===== config.mk =====
export PLATFORM = sky130hd
export DESIGN_NAME = rbc_queue
export DESIGN_NICKNAME = d
export VERILOG_FILES = /design/src/rbc_pkg.sv /design/src/rbc_queue.sv
export SDC_FILE = /design/constraint.sdc
export NUM_CORES = 1
export LEC_CHECK = 0
export BUFFER_PORTS_ARGS = -buffer_cell sky130_fd_sc_hd__buf_2
export CELL_PAD_IN_SITES_DETAIL_PLACEMENT = 1
export CELL_PAD_IN_SITES_GLOBAL_PLACEMENT = 1
export CORE_ASPECT_RATIO = 1.2
export CORE_MARGIN = 1
export CORE_UTILIZATION = 40
export DETAILED_ROUTE_END_ITERATION = 16
export GPL_TIMING_DRIVEN = 0
export PLACE_DENSITY = 0.85
export SYNTH_ARGS = -nofsm -noshare
export SYNTH_HDL_FRONTEND = slang
export SYNTH_SLANG_ARGS = --single-unit

===== constraint.sdc =====
create_clock -name clk_i -period 3.5 [get_ports clk_i]
set_clock_uncertainty 0.15 [all_clocks]
set_input_delay 0.7 -clock clk_i [delete_from_list [all_inputs] [get_ports clk_i]]
set_output_delay 0.7 -clock clk_i [all_outputs]
set_load 0.05 [all_outputs]

===== src/rbc_pkg.sv =====
// ----------------------------------------------------------------------------
// Package for the two-class recursive Bayes classifier.
// Shared sizes, codes and the command type passed from front to back.
// ----------------------------------------------------------------------------
package rbc_pkg;

  // Table depths and number format.
  localparam int SPEED_BINS     = 512;
  localparam int VARIATION_BINS = 256;
  localparam int PROB_FRAC_BITS = 16;
  localparam int PROB_W         = 17;
  localparam int SPD_AW         = $clog2(SPEED_BINS);
  localparam int VAR_AW         = $clog2(VARIATION_BINS);
  localparam int LIK_W          = 16;
  localparam int JOINT_W        = 2 * LIK_W;

  localparam logic [PROB_W-1:0] PROB_ONE    = PROB_W'(1) << PROB_FRAC_BITS;
  localparam logic [PROB_W-1:0] PROB_HALF   = PROB_ONE >> 1;
  localparam logic [PROB_W-1:0] PRIOR_RESET = PROB_HALF;

  // Posterior datapath widths.
  localparam int NUM_W         = PROB_W + JOINT_W;
  localparam int EV_LIMIT_BITS = 40;
  localparam int SHIFT_MAX     = NUM_W - EV_LIMIT_BITS;
  localparam int SH_W          = $clog2(SHIFT_MAX + 1);
  localparam int DVD_W         = EV_LIMIT_BITS + PROB_FRAC_BITS + 1;
  localparam int QUO_W         = PROB_W;
  localparam int DIV_CNT_W     = $clog2(QUO_W);

  // Command queue depth.
  localparam int QUEUE_DEPTH = 2;
  localparam int QPTR_W      = (QUEUE_DEPTH > 1) ? $clog2(QUEUE_DEPTH) : 1;
  localparam int QCNT_W      = $clog2(QUEUE_DEPTH + 1);

  // Opcodes of the request channel.
  localparam logic [1:0] OP_LOAD    = 2'd0;
  localparam logic [1:0] OP_OBSERVE = 2'd1;
  localparam logic [1:0] OP_START   = 2'd2;

  // Table selects.
  localparam logic [1:0] SEL_BIRD_SPEED  = 2'd0;
  localparam logic [1:0] SEL_PLANE_SPEED = 2'd1;
  localparam logic [1:0] SEL_BIRD_VAR    = 2'd2;
  localparam logic [1:0] SEL_PLANE_VAR   = 2'd3;

  typedef enum logic [1:0] {
    CMD_LOAD,
    CMD_OBSERVE,
    CMD_START
  } cmd_e;

  // Classified command as it travels through the queue.
  typedef struct packed {
    cmd_e        cmd;
    logic [1:0]  table_select;
    logic [8:0]  table_index;
    logic [15:0] table_value;
    logic        speed_ok;
    logic [8:0]  speed_bin;
    logic        var_ok;
    logic [7:0]  variation_bin;
  } cmd_t;

endpackage


===== src/rbc_queue.sv =====
// ----------------------------------------------------------------------------
// Command queue.
// Short register queue between the front end and the execution back end.
// ----------------------------------------------------------------------------
module rbc_queue
  import rbc_pkg::*;
(
  input  logic clk_i,
  input  logic rst_ni,
  input  logic push_valid_i,
  input  cmd_t push_cmd_i,
  output logic push_ready_o,
  output logic pop_valid_o,
  output cmd_t pop_cmd_o,
  input  logic pop_ready_i
);

  cmd_t               slot_q [QUEUE_DEPTH];
  logic [QPTR_W-1:0]  wptr_q, rptr_q;
  logic [QCNT_W-1:0]  cnt_q;
  logic               do_push, do_pop;

  assign push_ready_o = (cnt_q != QCNT_W'(QUEUE_DEPTH));
  assign pop_valid_o  = (cnt_q != '0);
  assign pop_cmd_o    = slot_q[rptr_q];
  assign do_push      = push_valid_i && push_ready_o;
  assign do_pop       = pop_valid_o && pop_ready_i;

  // Pointers wrap at the queue depth.
  always_ff @(posedge clk_i or negedge rst_ni) begin
    if (!rst_ni) begin
      wptr_q <= '0;
      rptr_q <= '0;
      cnt_q  <= '0;
    end else begin
      if (do_push) begin
        wptr_q <= (wptr_q == QPTR_W'(QUEUE_DEPTH - 1)) ? '0 : wptr_q + 1'b1;
      end
      if (do_pop) begin
        rptr_q <= (rptr_q == QPTR_W'(QUEUE_DEPTH - 1)) ? '0 : rptr_q + 1'b1;
      end
      if (do_push && !do_pop) begin
        cnt_q <= cnt_q + 1'b1;
      end else if (!do_push && do_pop) begin
        cnt_q <= cnt_q - 1'b1;
      end
    end
  end

  always_ff @(posedge clk_i) begin
    if (do_push) begin
      slot_q[wptr_q] <= push_cmd_i;
    end
  end

endmodule


==> reports/metrics.yaml <==
grt-ovfl-total: 0
root_buffer: "clkbuf_8"
synth_top_family_by_area: "multiplexers"
finalSetupViolCount: 0
synth_top_area_cell: "edfxtp_1"
maxCapViolCount: 0
finalPower_mw: 4.34
gp_congestion: 0.697
drtPass1Iterations: 3
synth_adder_area_share: 0.00338
cts.clk_slew.worst_paths_ns: 0.08
synth_edf_count: 96
synth-async-reset-ratio: 0.0400
ant_nets: 0
timing_worst_slew_pin_value_ns: 0.600
hold-path-endpoint: "cnt_q[1]"
yosysUniqueCellTypes: 16
period_share: 0.718
routed-via-count: 1863
finalCriticalPeriod_ns: 2.51
synth-compound-area-share: 0
post-cts-setup-buffers: 0
syn-instance-count: 167
clkPwrFrac: 0.139
cts_tree: "yes"
critPathKind: "reg -> out"
ys_warn_count: 0
port-buffer-count: 101
cts_max_level: 3
worst_ep_required_time_ns: 2.65
yosys.area_share.simple: 0.00912
placementRows: 38
maxSlewViolCount: 0
synth-seq-cells: 100
r2r-start: "cnt_q[0]"
max-vdd-ir-drop_mv: 0.495
via_per_inst: 4.58
grt_pass1_vias: 2030
ioPinCount: 102
clock_latency_ns: 0.35
fp.dieArea_um2: 9650
nets: 335
ys.flop_type: "edfxtp_1"
cellPowerDensity_nw_per_um2: 950
synth_area_per_cell_um2: 22.2
cts_sinks: 100
p_comb_frac: 0.465
reg2regPathDepth: 4
grt_pass1_wl_um: 9940
fp.dieW_um: 89.8
critPathLaunchType: "flip-flop"
syn_area_um2: 3700
hold_slack_ns: 0.346
antenna_cells: 0
utilization: 0.506
rsz0062_at_grt: "no"
antenna_found_initial: 0
synthXorXnorAreaFrac: 0.0118
crit_path_end_kind: "output port"
core_area_um2: 9030
netlist.area_leader.share: 0.778
synth_area_leaders: "edfxtp_1, mux2_2, mux2_4"
swShare: 0.423
reg2reg_slack_ns: 1.49
syn2layout_area_growth_pct: 23.4
grt_max_degree: 31
synth_nets: 220
slew_headroom: 0.599
grt_use_total: 0.139
crit_arrival_ns: 1.66
hpwl_um: 4360
hp-start: "cnt_q[1]"
drt-initial-drc-count: 49
holdBufCountCts: 1
finalSetupTns_ns: 0
cts_buffers: 9
p_int_mw: 2.50
timing.final.hold_violations: 0
p_sw_mw: 1.84
worstReg2RegEnd: "slot_q[0][1]"
status: "finished, final reports clean"
detail_route.wl_per_cell_um: 15.5
seq_area_frac_synth: 0.805
drcViolationCount: 0
clk_path_buf_depth: 2
layout-drive-gt1-share: 0.589
crit_fanout: 10
synth.mux.area_fraction: 0.156
hold_class: "reg -> reg"
wirelength_um: 6300
p_seq_frac: 0.396
clock.fmax_mhz: 398
p_leak_nw: 1.74
cts-resized-gates: 0
die_h_um: 107
start_util: 0.410
holdPathStages: 1
-- worst max path at each step --
stage	cells past startpoint	from	to	slack (ns)
after floorplan	3	cnt_q[0]	slot_q[0][0]	0.60
after global placement	3	push_valid_i	slot_q[0][14]	0.1
after detailed placement	4	push_valid_i	slot_q[0][38]	1.24
after CTS	4	rptr_q	pop_cmd_o[11]	0.92
after global routing	4	rptr_q	pop_cmd_o[11]	0.89
final	4	rptr_q	pop_cmd_o[11]	0.99
-- cell usage after synthesis (2+ instances only) --
cell and number:
nor2_1 2, nand2_1 2, buf_4 3, xnor2_1 3
mux2_4 10, dfrtp_1 4, edfxtp_1 96, mux2_2 38
xor2_1 2
-- kinds of logic after synthesis --
logic type               after synthesis
AND/OR/NAND/NOR                        7
XOR/XNOR                               5
adder cells (fa/ha/maj)                1
buffers and inverters                  6
multiplexers                          48
flip-flops                           100
-- area by class of cell --
type | count | area, um^2
Buffer | 5 | 48.8
Clock buffer | 15 | 146
Clock inverter | 1 | 5.00
Fill cell | 879 | 4460
Inverter | 1 | 3.75
Multi-Input combinational cell | 61 | 677
Sequential cell | 100 | 2980
Tap cell | 120 | 150
Timing Repair Buffer | 104 | 556
-- power groups by stage --
stage	clock network [mW]	registers (mW)	logic, mW
3_5_place_dp	0	1.75	2.05
6_report	0.603	1.72	2.02
4_1_cts	0.633	1.72	2.06
5_1_grt	0.667	1.75	2.13
3_3_place_gp	0	1.74	1.99
2_1_floorplan	0	1.73	1.62
-- layout by cell type (no fill, tap or decap) --
| cell type | netlist | final |
|---|---|---|
| mux2_2 | 38 | 38 |
| xor2_1 | 2 | 2 |
| nand2_1 | 2 | 2 |
| buf_8 | 1 | 1 |
| mux2_4 | 10 | 10 |
| edfxtp_1 | 96 | 96 |
| clkbuf_1 | 0 | 6 |
| clkinv_2 | 0 | 1 |
| nand2b_1 | 1 | 1 |
| buf_2 | 0 | 101 |
| buf_4 | 3 | 3 |
| nor2_4 | 0 | 1 |
| xnor2_1 | 3 | 3 |
| and3_2 | 0 | 1 |
| buf_6 | 1 | 1 |
| nor2_1 | 2 | 1 |
| or2_2 | 1 | 1 |
| buf_12 | 0 | 2 |
| dfrtp_1 | 4 | 4 |
| clkbuf_8 | 0 | 9 |
| inv_1 | 1 | 1 |
| dlygate4sd3_1 | 0 | 1 |
| ha_1 | 1 | 1 |
-- metrics by stage --
step / worst slack [ns] / std cells / cell area [um^2]
floorplan: 0.603 / 167 / 3710
global placement: 0.0983 / 388 / 4360
detailed placement: 1.24 / 390 / 4410
CTS: 0.924 / 407 / 4570
global route: 0.889 / 407 / 4570
finish: 0.988 / 407 / 4570
-- state kept, by name, summed over array words and instances, names as in the netlist --
| signal | cells |
|---|---|
| cnt_q | 2 |
| rptr_q | 1 |
| slot_q | 96 |
| wptr_q | 1 |
-- worst max-delay path: stages, from the launching register on --
cell and delay (ns):
dfrtp_1 0.42, buf_6 0.19, buf_8 0.17, mux2_4 0.30, buf_2 0.21
-- layer usage --
layer / share of wire / vias to the layer above / track usage / routed length, um
met5: 0 / - / 0 / 0
met4: 0.022 / 0 / 0.0808 / 138
met3: 0.039 / 10 / 0.0282 / 246
met2: 0.54 / 61 / 0.252 / 3420
met1: 0.40 / 912 / 0.153 / 2500
li1: - / 880 / - / -
No activity file was read; power rests on OpenSTA's default activity.
