### config.mk
export PLATFORM = sky130hd
export DESIGN_NAME = rbc_front_flat
export DESIGN_NICKNAME = d
export VERILOG_FILES = /design/src/rbc_pkg.sv /design/src/rbc_if.sv /design/src/rbc_front.sv /design/src/flat_wrapper.sv
export SDC_FILE = /design/constraint.sdc
export NUM_CORES = 1
export LEC_CHECK = 0
export BUFFER_PORTS_ARGS = -buffer_cell sky130_fd_sc_hd__buf_2
export CAP_MARGIN = 0
export CORE_MARGIN = 1.5
export CORE_UTILIZATION = 36
export DETAILED_ROUTE_END_ITERATION = 8
export PLACE_DENSITY_LB_ADDON = 0.05
export REMOVE_ABC_BUFFERS = 1
export SETUP_SLACK_MARGIN = 0.1
export SKIP_LAST_GASP = 1
export SLEW_MARGIN = 0
export SYNTH_ARGS = -nofsm -noshare
export SYNTH_HDL_FRONTEND = slang
export SYNTH_SLANG_ARGS = --single-unit
export TNS_END_PERCENT = 10
### constraint.sdc
create_clock -name clk_i -period 1.5 [get_ports clk_i]
set_clock_uncertainty 0.2 [all_clocks]
set_input_delay 0.15 -clock clk_i [delete_from_list [all_inputs] [get_ports clk_i]]
set_output_delay 0.15 -clock clk_i [all_outputs]
set_load 0.005 [all_outputs]
### src/rbc_pkg.sv
// ----------------------------------------------------------------------------
// Package for the two-class recursive Bayes classifier.
// Shared sizes, codes and the command type passed from front to back.
// ----------------------------------------------------------------------------
package rbc_pkg;

  // Table depths and number format.
  localparam int SPEED_BINS     = 512;
  localparam int VARIATION_BINS = 256;
  localparam int PROB_FRAC_BITS = 16;
  localparam int PROB_W         = 17;
  localparam int SPD_AW         = $clog2(SPEED_BINS);
  localparam int VAR_AW         = $clog2(VARIATION_BINS);
  localparam int LIK_W          = 16;
  localparam int JOINT_W        = 2 * LIK_W;

  localparam logic [PROB_W-1:0] PROB_ONE    = PROB_W'(1) << PROB_FRAC_BITS;
  localparam logic [PROB_W-1:0] PROB_HALF   = PROB_ONE >> 1;
  localparam logic [PROB_W-1:0] PRIOR_RESET = PROB_HALF;

  // Posterior datapath widths.
  localparam int NUM_W         = PROB_W + JOINT_W;
  localparam int EV_LIMIT_BITS = 40;
  localparam int SHIFT_MAX     = NUM_W - EV_LIMIT_BITS;
  localparam int SH_W          = $clog2(SHIFT_MAX + 1);
  localparam int DVD_W         = EV_LIMIT_BITS + PROB_FRAC_BITS + 1;
  localparam int QUO_W         = PROB_W;
  localparam int DIV_CNT_W     = $clog2(QUO_W);

  // Command queue depth.
  localparam int QUEUE_DEPTH = 2;
  localparam int QPTR_W      = (QUEUE_DEPTH > 1) ? $clog2(QUEUE_DEPTH) : 1;
  localparam int QCNT_W      = $clog2(QUEUE_DEPTH + 1);

  // Opcodes of the request channel.
  localparam logic [1:0] OP_LOAD    = 2'd0;
  localparam logic [1:0] OP_OBSERVE = 2'd1;
  localparam logic [1:0] OP_START   = 2'd2;

  // Table selects.
  localparam logic [1:0] SEL_BIRD_SPEED  = 2'd0;
  localparam logic [1:0] SEL_PLANE_SPEED = 2'd1;
  localparam logic [1:0] SEL_BIRD_VAR    = 2'd2;
  localparam logic [1:0] SEL_PLANE_VAR   = 2'd3;

  typedef enum logic [1:0] {
    CMD_LOAD,
    CMD_OBSERVE,
    CMD_START
  } cmd_e;

  // Classified command as it travels through the queue.
  typedef struct packed {
    cmd_e        cmd;
    logic [1:0]  table_select;
    logic [8:0]  table_index;
    logic [15:0] table_value;
    logic        speed_ok;
    logic [8:0]  speed_bin;
    logic        var_ok;
    logic [7:0]  variation_bin;
  } cmd_t;

endpackage

### src/rbc_if.sv
// ----------------------------------------------------------------------------
// Channel interfaces of the classifier.
// Request, result and configuration channels with valid/ready handshakes.
// ----------------------------------------------------------------------------
interface rbc_req_if;
  logic        valid;
  logic        ready;
  logic [1:0]  opcode;
  logic [1:0]  table_select;
  logic [8:0]  table_index;
  logic [15:0] table_value;
  logic        speed_valid;
  logic [8:0]  speed_bin;
  logic        variation_valid;
  logic [7:0]  variation_bin;

  modport source (output valid, opcode, table_select, table_index, table_value,
                  speed_valid, speed_bin, variation_valid, variation_bin,
                  input ready);
  modport sink (input valid, opcode, table_select, table_index, table_value,
                speed_valid, speed_bin, variation_valid, variation_bin,
                output ready);
endinterface


### src/rbc_front.sv
// ----------------------------------------------------------------------------
// Classifier front end.
// Accepts requests, decodes the opcode and range checks the bins.
// ----------------------------------------------------------------------------
module rbc_front
  import rbc_pkg::*;
(
  input  logic       clk_i,
  input  logic       rst_ni,
  rbc_req_if.sink    req_i,
  output logic       push_valid_o,
  output cmd_t       push_cmd_o,
  input  logic       push_ready_i
);

  logic hold_valid_q;
  cmd_t cmd_q;
  cmd_t cmd_d;
  logic known_op;

  // The holding register frees up when the queue takes its command.
  assign req_i.ready = !hold_valid_q || push_ready_i;

  // Decode the opcode; the unused code is accepted and dropped.
  always_comb begin
    cmd_d               = '0;
    known_op            = 1'b1;
    cmd_d.table_select  = req_i.table_select;
    cmd_d.table_index   = req_i.table_index;
    cmd_d.table_value   = req_i.table_value;
    cmd_d.speed_bin     = req_i.speed_bin;
    cmd_d.variation_bin = req_i.variation_bin;
    cmd_d.speed_ok      = req_i.speed_valid && (32'(req_i.speed_bin) < SPEED_BINS);
    cmd_d.var_ok        = req_i.variation_valid &&
                          (32'(req_i.variation_bin) < VARIATION_BINS);
    unique case (req_i.opcode)
      OP_LOAD:    cmd_d.cmd = CMD_LOAD;
      OP_OBSERVE: cmd_d.cmd = CMD_OBSERVE;
      OP_START:   cmd_d.cmd = CMD_START;
      default: begin
        cmd_d.cmd = CMD_LOAD;
        known_op  = 1'b0;
      end
    endcase
  end

  always_ff @(posedge clk_i or negedge rst_ni) begin
    if (!rst_ni) begin
      hold_valid_q <= 1'b0;
    end else if (req_i.ready) begin
      hold_valid_q <= req_i.valid && known_op;
    end
  end

  always_ff @(posedge clk_i) begin
    if (req_i.ready && req_i.valid) begin
      cmd_q <= cmd_d;
    end
  end

  assign push_valid_o = hold_valid_q;
  assign push_cmd_o   = cmd_q;

endmodule

### src/flat_wrapper.sv
// flat-port wrapper written by rule: the top's interface ports become plain ports
module rbc_front_flat import rbc_pkg::*;
  (clk_i, rst_ni, push_valid_o, push_cmd_o, push_ready_i, req_i_valid, req_i_opcode, req_i_table_select, req_i_table_index, req_i_table_value, req_i_speed_valid, req_i_speed_bin, req_i_variation_valid, req_i_variation_bin, req_i_ready);
  rbc_req_if req_i_i ();
  input  logic clk_i;
  input  logic rst_ni;
  output logic push_valid_o;
  output cmd_t push_cmd_o;
  input  logic push_ready_i;
  input wire logic [$bits(req_i_i.valid)-1:0] req_i_valid;
  input wire logic [$bits(req_i_i.opcode)-1:0] req_i_opcode;
  input wire logic [$bits(req_i_i.table_select)-1:0] req_i_table_select;
  input wire logic [$bits(req_i_i.table_index)-1:0] req_i_table_index;
  input wire logic [$bits(req_i_i.table_value)-1:0] req_i_table_value;
  input wire logic [$bits(req_i_i.speed_valid)-1:0] req_i_speed_valid;
  input wire logic [$bits(req_i_i.speed_bin)-1:0] req_i_speed_bin;
  input wire logic [$bits(req_i_i.variation_valid)-1:0] req_i_variation_valid;
  input wire logic [$bits(req_i_i.variation_bin)-1:0] req_i_variation_bin;
  output wire logic [$bits(req_i_i.ready)-1:0] req_i_ready;
  assign req_i_i.valid = req_i_valid;
  assign req_i_i.opcode = req_i_opcode;
  assign req_i_i.table_select = req_i_table_select;
  assign req_i_i.table_index = req_i_table_index;
  assign req_i_i.table_value = req_i_table_value;
  assign req_i_i.speed_valid = req_i_speed_valid;
  assign req_i_i.speed_bin = req_i_speed_bin;
  assign req_i_i.variation_valid = req_i_variation_valid;
  assign req_i_i.variation_bin = req_i_variation_bin;
  assign req_i_ready = req_i_i.ready;
  rbc_front u_core (.clk_i(clk_i), .rst_ni(rst_ni), .req_i(req_i_i), .push_valid_o(push_valid_o), .push_cmd_o(push_cmd_o), .push_ready_i(push_ready_i));
endmodule
==> impl_metrics.env, run 1 <==
export IMPL_status="finished clean"
export IMPL_min_period_over_period_pct=89.05
export IMPL_numPortBuffers=101
export IMPL_placed_cell_area_sq_um=2123
export IMPL_clockRootBuffer="clkbuf_8"
export IMPL_die_height_um=67.88
export IMPL_ys_seq_area_share_pct=96.78
export IMPL_drt_pass1_iterations=4
export IMPL_drt_iter0_markers=88
export IMPL_switching_share_pct=18.91
export IMPL_syn_avg_cell_area_sq_um=27.55
export IMPL_critPathCaptureType="register"
export IMPL_io_pins=102
export IMPL_synth_seq_cells=49
export IMPL_p_leak_nw=1.187
export IMPL_num_vias=1113
export IMPL_clkSinkCount=49
export IMPL_clockBufferDepth=2
export IMPL_synth_distinct_cells=7
export IMPL_rows=23
export IMPL_vdd_drop_max_mv=0.6217
export IMPL_slew_violations=0
export IMPL_via_per_inst=4.184
export IMPL_initial_core_util_pct=37.61
export IMPL_yosysTopAreaCell="edfxtp_1"
export IMPL_cp_startpoint="u_core.push_valid_o"
export IMPL_dieArea_sq_um=4607
export IMPL_die_width_um=67.88
export IMPL_grt_pass1_wl_mm=5.133
export IMPL_worstSetupPathType="reg2reg"
export IMPL_ys_warn_count=0
export IMPL_p_seq_share_pct=57.4
export IMPL_grt_total_usage_pct=16.09
export IMPL_cts_buffers=5
export IMPL_worstReg2RegStart="u_core.push_valid_o"
export IMPL_routed_wl_mm=3.638
export IMPL_worstReg2RegEnd="u_core.push_cmd_o[37]"
export IMPL_worst_pin_slew_ps=141.5
export IMPL_fin_crit_ps=1336
export IMPL_cp_start_kind="register"
export IMPL_setup_violations=0
export IMPL_p_sw_mw=0.5346
export IMPL_rrSetupSlack_ps=160
export IMPL_worstPathMaxFanout=27
export IMPL_gp_congestion=0.7263
export IMPL_worstPathRequired_ps=1300
export IMPL_synth_top_area_share_pct=95.13
export IMPL_slew_headroom_pct=90.57
export IMPL_cts_tree="done"
export IMPL_max_freq_ghz=0.7486
export IMPL_worstPathArrival_ps=1140
export IMPL_final_nets=268
export IMPL_syn_to_final_growth_pct=80.84
export IMPL_pwr_share_clk_pct=31.0
export IMPL_fillers=302
export IMPL_overflow=0
export IMPL_synthCells=55
export IMPL_hold_viol_final=0
export IMPL_grt_pass1_vias=1101
export IMPL_antenna_found_initial=0
export IMPL_p_per_area_nw_per_um2=1031
export IMPL_internal_power_mw=2.292
export IMPL_core_area_sq_um=4029
export IMPL_cts_htree_levels=2
export IMPL_clk_latency_ps=290
export IMPL_crit_end="u_core.push_cmd_o[37]"
export IMPL_drive_gt1_share_pct=51.85
export IMPL_hold_class="in2reg"
export IMPL_rsz0062_at_grt="no"
export IMPL_drc=0
export IMPL_synth_area_leaders="edfxtp_1 95%, dfrtp_1 1.7%, nand2b_4 0.91%"
export IMPL_r2r_cells=3
export IMPL_power_frac_comb_pct=11.5
export IMPL_max_cap_violations=0
export IMPL_synth_area_sq_um=1515
export IMPL_wl_per_cell_um=13.68
export IMPL_ant_nets=0
export IMPL_tns_ps=0
export IMPL_final_area_sq_um=2740
export IMPL_postCtsSetupRepairBufs=0
export IMPL_n_antenna_cell=0
export IMPL_grt_max_degree=28
export IMPL_clk_pin_slew_ps=80
==> per-stage QoR <==
| step | setup slack [ps] | hold WS (ps) | util (%) | power (mW) | instances |
|---|---|---|---|---|---|
| final | 164.2 | 13.30 | 68.01 | 2.826 | 266 |
| after global routing | 111.4 | 30.49 | 68.01 | 2.947 | 266 |
| after CTS | 119.5 | 10.48 | 67.95 | 2.847 | 266 |
| after detailed placement | 165.4 | -274.3 | 52.70 | 1.874 | 208 |
| after global placement | 178.4 | -275.3 | 52.70 | 1.867 | 208 |
| after floorplan | 3.973 | -345.6 | - | 1.703 | 55 |
==> cells by family (layout without fill, tap and decap cells) <==
family                 after synthesis  in the layout  share of synthesized area (%)
and+or+nand+nor                      5              5                          2.559
AOI/OAI and AO/OA                    1              1                         0.6606
buffers and inverters                0            161                              0
DFF                                 49             49                          96.78
==> how the worst min path moves through the flow <==
stage	from	endpoint	slack [ps]	cells after the start
floorplan	rst_ni	u_core.push_valid_o	-350	0
global placement	rst_ni	u_core.push_valid_o	-280	1
detailed placement	rst_ni	u_core.push_valid_o	-270	1
CTS	req_i_valid	u_core.push_valid_o	10	3
global route	req_i_valid	u_core.push_valid_o	30	3
finish	req_i_valid	u_core.push_valid_o	10	3
==> cell type report <==
cell class                      count  area, sq um  share of cell area, %
Sequential cell                    49         1466                  53.52
Timing Repair Buffer              154         1059                  38.63
Clock buffer                        5        68.82                  2.511
Tap cell                           50        62.56                  2.283
Multi-Input combinational cell      6        48.80                  1.781
Clock inverter                      2        35.03                  1.279
==> cell usage in the layout, fill, tap and decap left out <==
cell type,count
nand2b_4,1
clkbuf_8,5
bufinv_16,1
dlymetal6s4s_1,1
buf_2,101
dfrtp_1,1
clkinv_2,1
nor2b_1,2
nand2_1,1
buf_12,2
a21bo_1,1
dlygate4sd3_1,50
and2_4,1
edfxtp_1,48
==> metal layers <==
metal | wire, um | global-route usage, % | vias up
met3 | 253 | 5.099 | 4
met1 | 1241 | 16.59 | 512
met4 | 38 | 3.000 | 0
met5 | 0 | 0 | -
li1 | - | - | 536
met2 | 2105 | 31.74 | 61
==> critical path: stages, from the launching register on <==
cell      delay [ps]
dfrtp_1          410
nand2b_4          80
and2_4           170
buf_12           180
==> sequential cells by signal, indices dropped and copies added, names as in the netlist <==
| register | count |
|---|---|
| u_core.push_cmd_o | 48 |
| u_core.push_valid_o | 1 |
==> synthesized netlist by cell type <==
cell type,instances
nand2b_4,1
a21bo_1,1
nor2b_1,2
and2_4,1
nand2_1,1
dfrtp_1,1
edfxtp_1,48
==> power by group through the flow <==
stage               sequential, mW  clock (mW)  combinational [mW]
detailed placement            1.65           0               0.221
floorplan                     1.67           0              0.0371
global placement              1.65           0               0.216
CTS                           1.62       0.900               0.325
global route                  1.63       0.959               0.358
finish                        1.62       0.877               0.326
==> timing repair <==
action / in CTS / in global routing
hold endpoints to repair: 50 / 0
setup endpoints to repair: 0 / 1
gates resized for setup: 0 / 1
hold buffers: 51 / 0
Power figures use the tool's default switching activity.
==> run 2, diff against run 1 <==
--- a/config.mk
+++ b/config.mk
@@ -7,7 +7,7 @@
 export LEC_CHECK = 0
 export BUFFER_PORTS_ARGS = -buffer_cell sky130_fd_sc_hd__buf_2
 export CAP_MARGIN = 0
-export CORE_MARGIN = 1.5
+export CORE_MARGIN = 5
 export CORE_UTILIZATION = 36
 export DETAILED_ROUTE_END_ITERATION = 8
 export PLACE_DENSITY_LB_ADDON = 0.05
==> run 2 against run 1 <==
Net effect: design area decreased by 0.27%; largest cell class unchanged; sequential share of layout area increased by 0.15 points; count of clock-buffer cells in the layout unchanged; worst hold slack improved by 91 ps.
==> impl_metrics.env, run 2 (synthesis results as in run 1) <==
export IMPL_clkSinkCount=49
export IMPL_gp_congestion=0.6727
export IMPL_worstReg2RegEnd="u_core.push_cmd_o[16]"
export IMPL_crit_end="u_core.push_cmd_o[16]"
export IMPL_maxUsedRoutingLayer="met4"
export IMPL_route_met2_wl_mm=2.012
export IMPL_n_antenna_cell=0
export IMPL_cts_tree="done"
export IMPL_worstSetupPathType="reg2reg"
export IMPL_r2r_cells=3
export IMPL_grt_total_usage_pct=13.67
export IMPL_p_per_area_nw_per_um2=977.8
export IMPL_clk_pin_slew_ps=80
export IMPL_grt_pass1_vias=1162
export IMPL_rsz0062_at_grt="no"
export IMPL_via_per_inst=4.183
export IMPL_final_area_sq_um=2733
export IMPL_clockRootBuffer="clkbuf_8"
export IMPL_drive_gt1_share_pct=51.83
export IMPL_syn_to_final_growth_pct=80.35
export IMPL_largest_register_ffs=48
export IMPL_post_route_util_pct=67.83
export IMPL_die_height_um=74.88
export IMPL_die_width_um=74.88
export IMPL_placed_cell_area_sq_um=2123
export IMPL_p_leak_nw=1.181
export IMPL_hold_class="in2reg"
export IMPL_final_cell_mix="101 x buf_2, 51 x dlygate4sd3_1, 48 x edfxtp_1, 5 x clkbuf_8"
export IMPL_fin_crit_ps=1351
export IMPL_cp_start_kind="register"
export IMPL_met3_length_um=402
export IMPL_worst_pin_slew_ps=149.3
export IMPL_tns_ps=0
export IMPL_cts_htree_levels=2
export IMPL_core_area_sq_um=4029
export IMPL_drt_iter0_markers=60
export IMPL_worstPathRequired_ps=1300
export IMPL_worstReg2RegStart="u_core.push_valid_o"
export IMPL_clk_latency_ps=290
export IMPL_wl_met1_mm=1.275
export IMPL_clockBufferDepth=2
export IMPL_mostFrequentLayoutCell="buf_2"
export IMPL_slew_headroom_pct=90.05
export IMPL_num_vias=1121
export IMPL_fin_hold_ws_ps=104.2
export IMPL_numPortBuffers=101
export IMPL_final_nets=269
export IMPL_rows=23
export IMPL_grt_pass1_wl_mm=5.526
export IMPL_grt_max_degree=28
export IMPL_hold_viol_final=0
export IMPL_worstPathArrival_ps=1150
export IMPL_status="finished clean"
export IMPL_rrSetupSlack_ps=150
export IMPL_cp_startpoint="u_core.push_valid_o"
export IMPL_min_period_over_period_pct=90.04
export IMPL_io_pins=102
export IMPL_wl_per_cell_um=13.87
export IMPL_slew_violations=0
export IMPL_max_freq_ghz=0.7404
export IMPL_drc=0
export IMPL_ant_nets=0
export IMPL_setup_violations=0
export IMPL_overflow=0
export IMPL_vdd_drop_max_mv=0.5833
export IMPL_initial_core_util_pct=37.61
export IMPL_max_cap_violations=0
export IMPL_drt_pass1_iterations=4
export IMPL_routed_wl_mm=3.718
export IMPL_worstPathMaxFanout=27
export IMPL_antenna_found_initial=0
export IMPL_cts_buffers=5
export IMPL_dieArea_sq_um=5606
export IMPL_critPathCaptureType="register"
[run 2: layer usage]
layer / global-route usage, % / vias up
met5: 0 / -
met4: 2.964 / 0
met3: 5.874 / 4
met2: 25.15 / 61
met1: 14.44 / 515
li1: - / 541
[run 2: how the worst min path moves through the flow]
| stage | startpoint | end | slack (ps) | cells after the start |
|---|---|---|---|---|
| after floorplan | rst_ni | u_core.push_valid_o | -350 | 0 |
| after global placement | rst_ni | u_core.push_valid_o | -270 | 1 |
| after detailed placement | rst_ni | u_core.push_valid_o | -270 | 1 |
| after CTS | push_ready_i | u_core.push_cmd_o[39] | 310 | 4 |
| after global routing | push_ready_i | u_core.push_valid_o | 120 | 4 |
| final | push_ready_i | u_core.push_valid_o | 100 | 4 |
[run 2: metrics by stage]
step	setup WS, ps	instances	power, mW
floorplan	3.973	55	1.703
CTS	118.8	268	2.705
global placement	174.9	208	1.870
detailed placement	160.1	208	1.875
global route	108.8	268	2.798
finish	149.4	268	2.672
[run 2: critical path, stage by stage, from the launching register on]
cell	delay [ps]
dfrtp_1	410
nand2b_4	80
and2_4	170
buf_12	180
[run 2: power breakdown]
group          switching [mW]  internal, mW
combinational           0.120         0.208
sequential             0.0201          1.60
clock                   0.401         0.322
total                   0.541          2.13
[run 2: cell type report]
class	count	area, sq um
clock buffer	5	68.82
clock inverter	3	17.52
fill	307	1296
multi-input combinational	6	48.80
sequential	49	1466
tap	50	62.56
timing repair buffer	155	1069
[run 2: repair_timing]
action	in CTS	in global routing
hold buffers	52	0
hold endpoints to repair	50	0
endpoints found under the setup margin	0	1
buffers inserted	0	0
resized for setup	0	1
==> run 3, diff against run 2 <==
--- a/config.mk
+++ b/config.mk
@@ -7,6 +7,7 @@
 export LEC_CHECK = 0
 export BUFFER_PORTS_ARGS = -buffer_cell sky130_fd_sc_hd__buf_2
 export CAP_MARGIN = 0
+export CORE_ASPECT_RATIO = 1.1
 export CORE_MARGIN = 5
 export CORE_UTILIZATION = 36
 export DETAILED_ROUTE_END_ITERATION = 8
==> run 3 against run 2 <==
Net effect: the flow now finishes with violations (hold timing); utilization is 0.71 points higher; final cell count is 0.37% higher; critical path depth stayed put; critical endpoint is now u_core.push_cmd_o[8]; critical path type unchanged.
==> impl_metrics.env, run 3 (synthesis results as in run 1) <==
export IMPL_hold_class="in2reg"
export IMPL_min_period_over_period_pct=90.18
export IMPL_final_nets=268
export IMPL_internal_power_mw=2.304
export IMPL_n_antenna_cell=0
export IMPL_numPortBuffers=101
export IMPL_max_stage_delay_ps=410
export IMPL_cts_htree_levels=2
export IMPL_max_freq_ghz=0.7393
export IMPL_drive_gt1_share_pct=51.61
export IMPL_use_met3_pct=5.747
export IMPL_fin_crit_ps=1353
export IMPL_p_seq_share_pct=57.1
export IMPL_slew_headroom_pct=91.73
export IMPL_worstReg2RegStart="u_core.push_valid_o"
export IMPL_p_leak_nw=1.188
export IMPL_hp_start="push_ready_i"
export IMPL_r2r_cells=3
export IMPL_grt_total_usage_pct=12.93
export IMPL_largest_register_ffs=48
export IMPL_tns_ps=0
export IMPL_syn_to_final_growth_pct=82.00
export IMPL_ant_nets=0
export IMPL_drt_iter0_markers=46
export IMPL_worstPathRequired_ps=1300
export IMPL_cp_start_kind="register"
export IMPL_die_height_um=78.04
export IMPL_worstReg2RegEnd="u_core.push_cmd_o[8]"
export IMPL_wl_per_cell_um=13.72
export IMPL_final_area_sq_um=2758
export IMPL_die_width_um=71.86
export IMPL_p_sw_mw=0.5323
export IMPL_vdd_drop_max_mv=0.7813
export IMPL_cts_tree="done"
export IMPL_grt_pass1_wl_mm=5.471
export IMPL_via_per_inst=4.141
export IMPL_grtUsageMet1_pct=13.59
export IMPL_whs_endpoint="u_core.push_valid_o"
export IMPL_switching_share_pct=18.77
export IMPL_p_per_area_nw_per_um2=1029
export IMPL_place_ws_ps=144.5
export IMPL_rsz0062_at_grt="no"
export IMPL_rrSetupSlack_ps=150
export IMPL_power_frac_comb_pct=11.7
export IMPL_setup_slack_ps=147.3
export IMPL_dieArea_sq_um=5608
export IMPL_gp_congestion=0.7891
export IMPL_overflow=0
export IMPL_clockBufferDepth=2
export IMPL_core_area_sq_um=4024
export IMPL_hold_viol_final=1
export IMPL_clk_latency_ps=290
export IMPL_grt_max_degree=30
export IMPL_pwr_share_clk_pct=31.2
export IMPL_worst_pin_slew_ps=124.1
export IMPL_num_vias=1114
export IMPL_cp_slowest_cell="dfrtp_1"
export IMPL_whs_path_depth=3
export IMPL_rows=24
export IMPL_status="finished, violations left"
export IMPL_hold_buffers=50
export IMPL_postCtsSetupRepairBufs=0
export IMPL_clkSinkCount=49
export IMPL_routed_wl_mm=3.690
export IMPL_drt_pass1_iterations=3
export IMPL_power_total_mw=2.837
export IMPL_initial_core_util_pct=37.66
export IMPL_crit_chain="nand2b_4 -> and2_4 -> buf_12"
export IMPL_clockRootBuffer="clkbuf_8"
export IMPL_grt_pass1_vias=1144
export IMPL_antenna_found_initial=0
export IMPL_mostFrequentLayoutCell="buf_2"
export IMPL_drc=0
export IMPL_worstPathArrival_ps=1150
export IMPL_clk_pin_slew_ps=80
export IMPL_io_pins=102
export IMPL_setup_violations=0
export IMPL_critPathCaptureType="register"
export IMPL_grt_most_used_layer="met2"
export IMPL_cts_buffers=5
export IMPL_fillers=301
export IMPL_max_cap_violations=0
export IMPL_worstSetupPathType="reg2reg"
export IMPL_final_cell_mix="101 x buf_2, 50 x dlygate4sd3_1, 48 x edfxtp_1, 5 x clkbuf_8"
export IMPL_fin_hold_ws_ps=-82.80
export IMPL_worstPathMaxFanout=19
export IMPL_violations="hold timing"
export IMPL_met2_usage_pct=23.35
export IMPL_slew_violations=0
export IMPL_placed_cell_area_sq_um=2126
run 3: power by group through the flow:
stage | Clock [mW] | Combinational (mW) | Sequential, mW
final | 0.885 | 0.333 | 1.62
after floorplan | 0 | 0.0371 | 1.67
after global routing | 0.978 | 0.362 | 1.63
after CTS | 0.901 | 0.325 | 1.62
after detailed placement | 0 | 0.224 | 1.65
after global placement | 0 | 0.221 | 1.65
run 3: worst max-delay path by stage:
stage                              from                    end  slack, ps  depth (start not counted)
global route        u_core.push_valid_o  u_core.push_cmd_o[13]        110                          3
global placement    u_core.push_valid_o  u_core.push_cmd_o[35]        160                          3
detailed placement  u_core.push_valid_o  u_core.push_cmd_o[27]        140                          3
floorplan           u_core.push_valid_o   u_core.push_cmd_o[0]          4                          2
CTS                 u_core.push_valid_o  u_core.push_cmd_o[43]        130                          3
finish              u_core.push_valid_o   u_core.push_cmd_o[8]        150                          3
run 3: area by class of cell:
type	count	area, sq um	share of cell area (%)
multi-input cells	6	48.80	1.770
well taps	52	65.06	2.359
flip-flops and latches	49	1466	53.18
repair buffers	154	1071	38.84
clock inverters	2	33.78	1.225
clock buffers	6	72.57	2.632
run 3: worst max-delay path, delay by kind of cell (launching register included):
kind          cells  cell delay [ps]
flops             1              410
simple gates      2              280
buf+inv           1              170
run 3: repair_timing:
action / 4_1_cts / 5_1_grt
resized for setup: 0 / 0
hold endpoints to repair: 50 / 1
endpoints found under the setup margin: 0 / 13
run 3: per-layer routing:
layer  vias up  wire length (um)
li1        537                 -
met5         -                 0
met2        63              2054
met3         4               331
met1       510              1271
met4         0                32
run 3: per-stage QoR:
step | hold slack, ps | utilization (%) | cells
floorplan | -345.6 | - | 55
global placement | -272.1 | 52.83 | 210
detailed placement | -274.8 | 52.83 | 210
CTS | -87.90 | 67.91 | 268
global route | -80.54 | 68.53 | 269
finish | -82.80 | 68.53 | 269
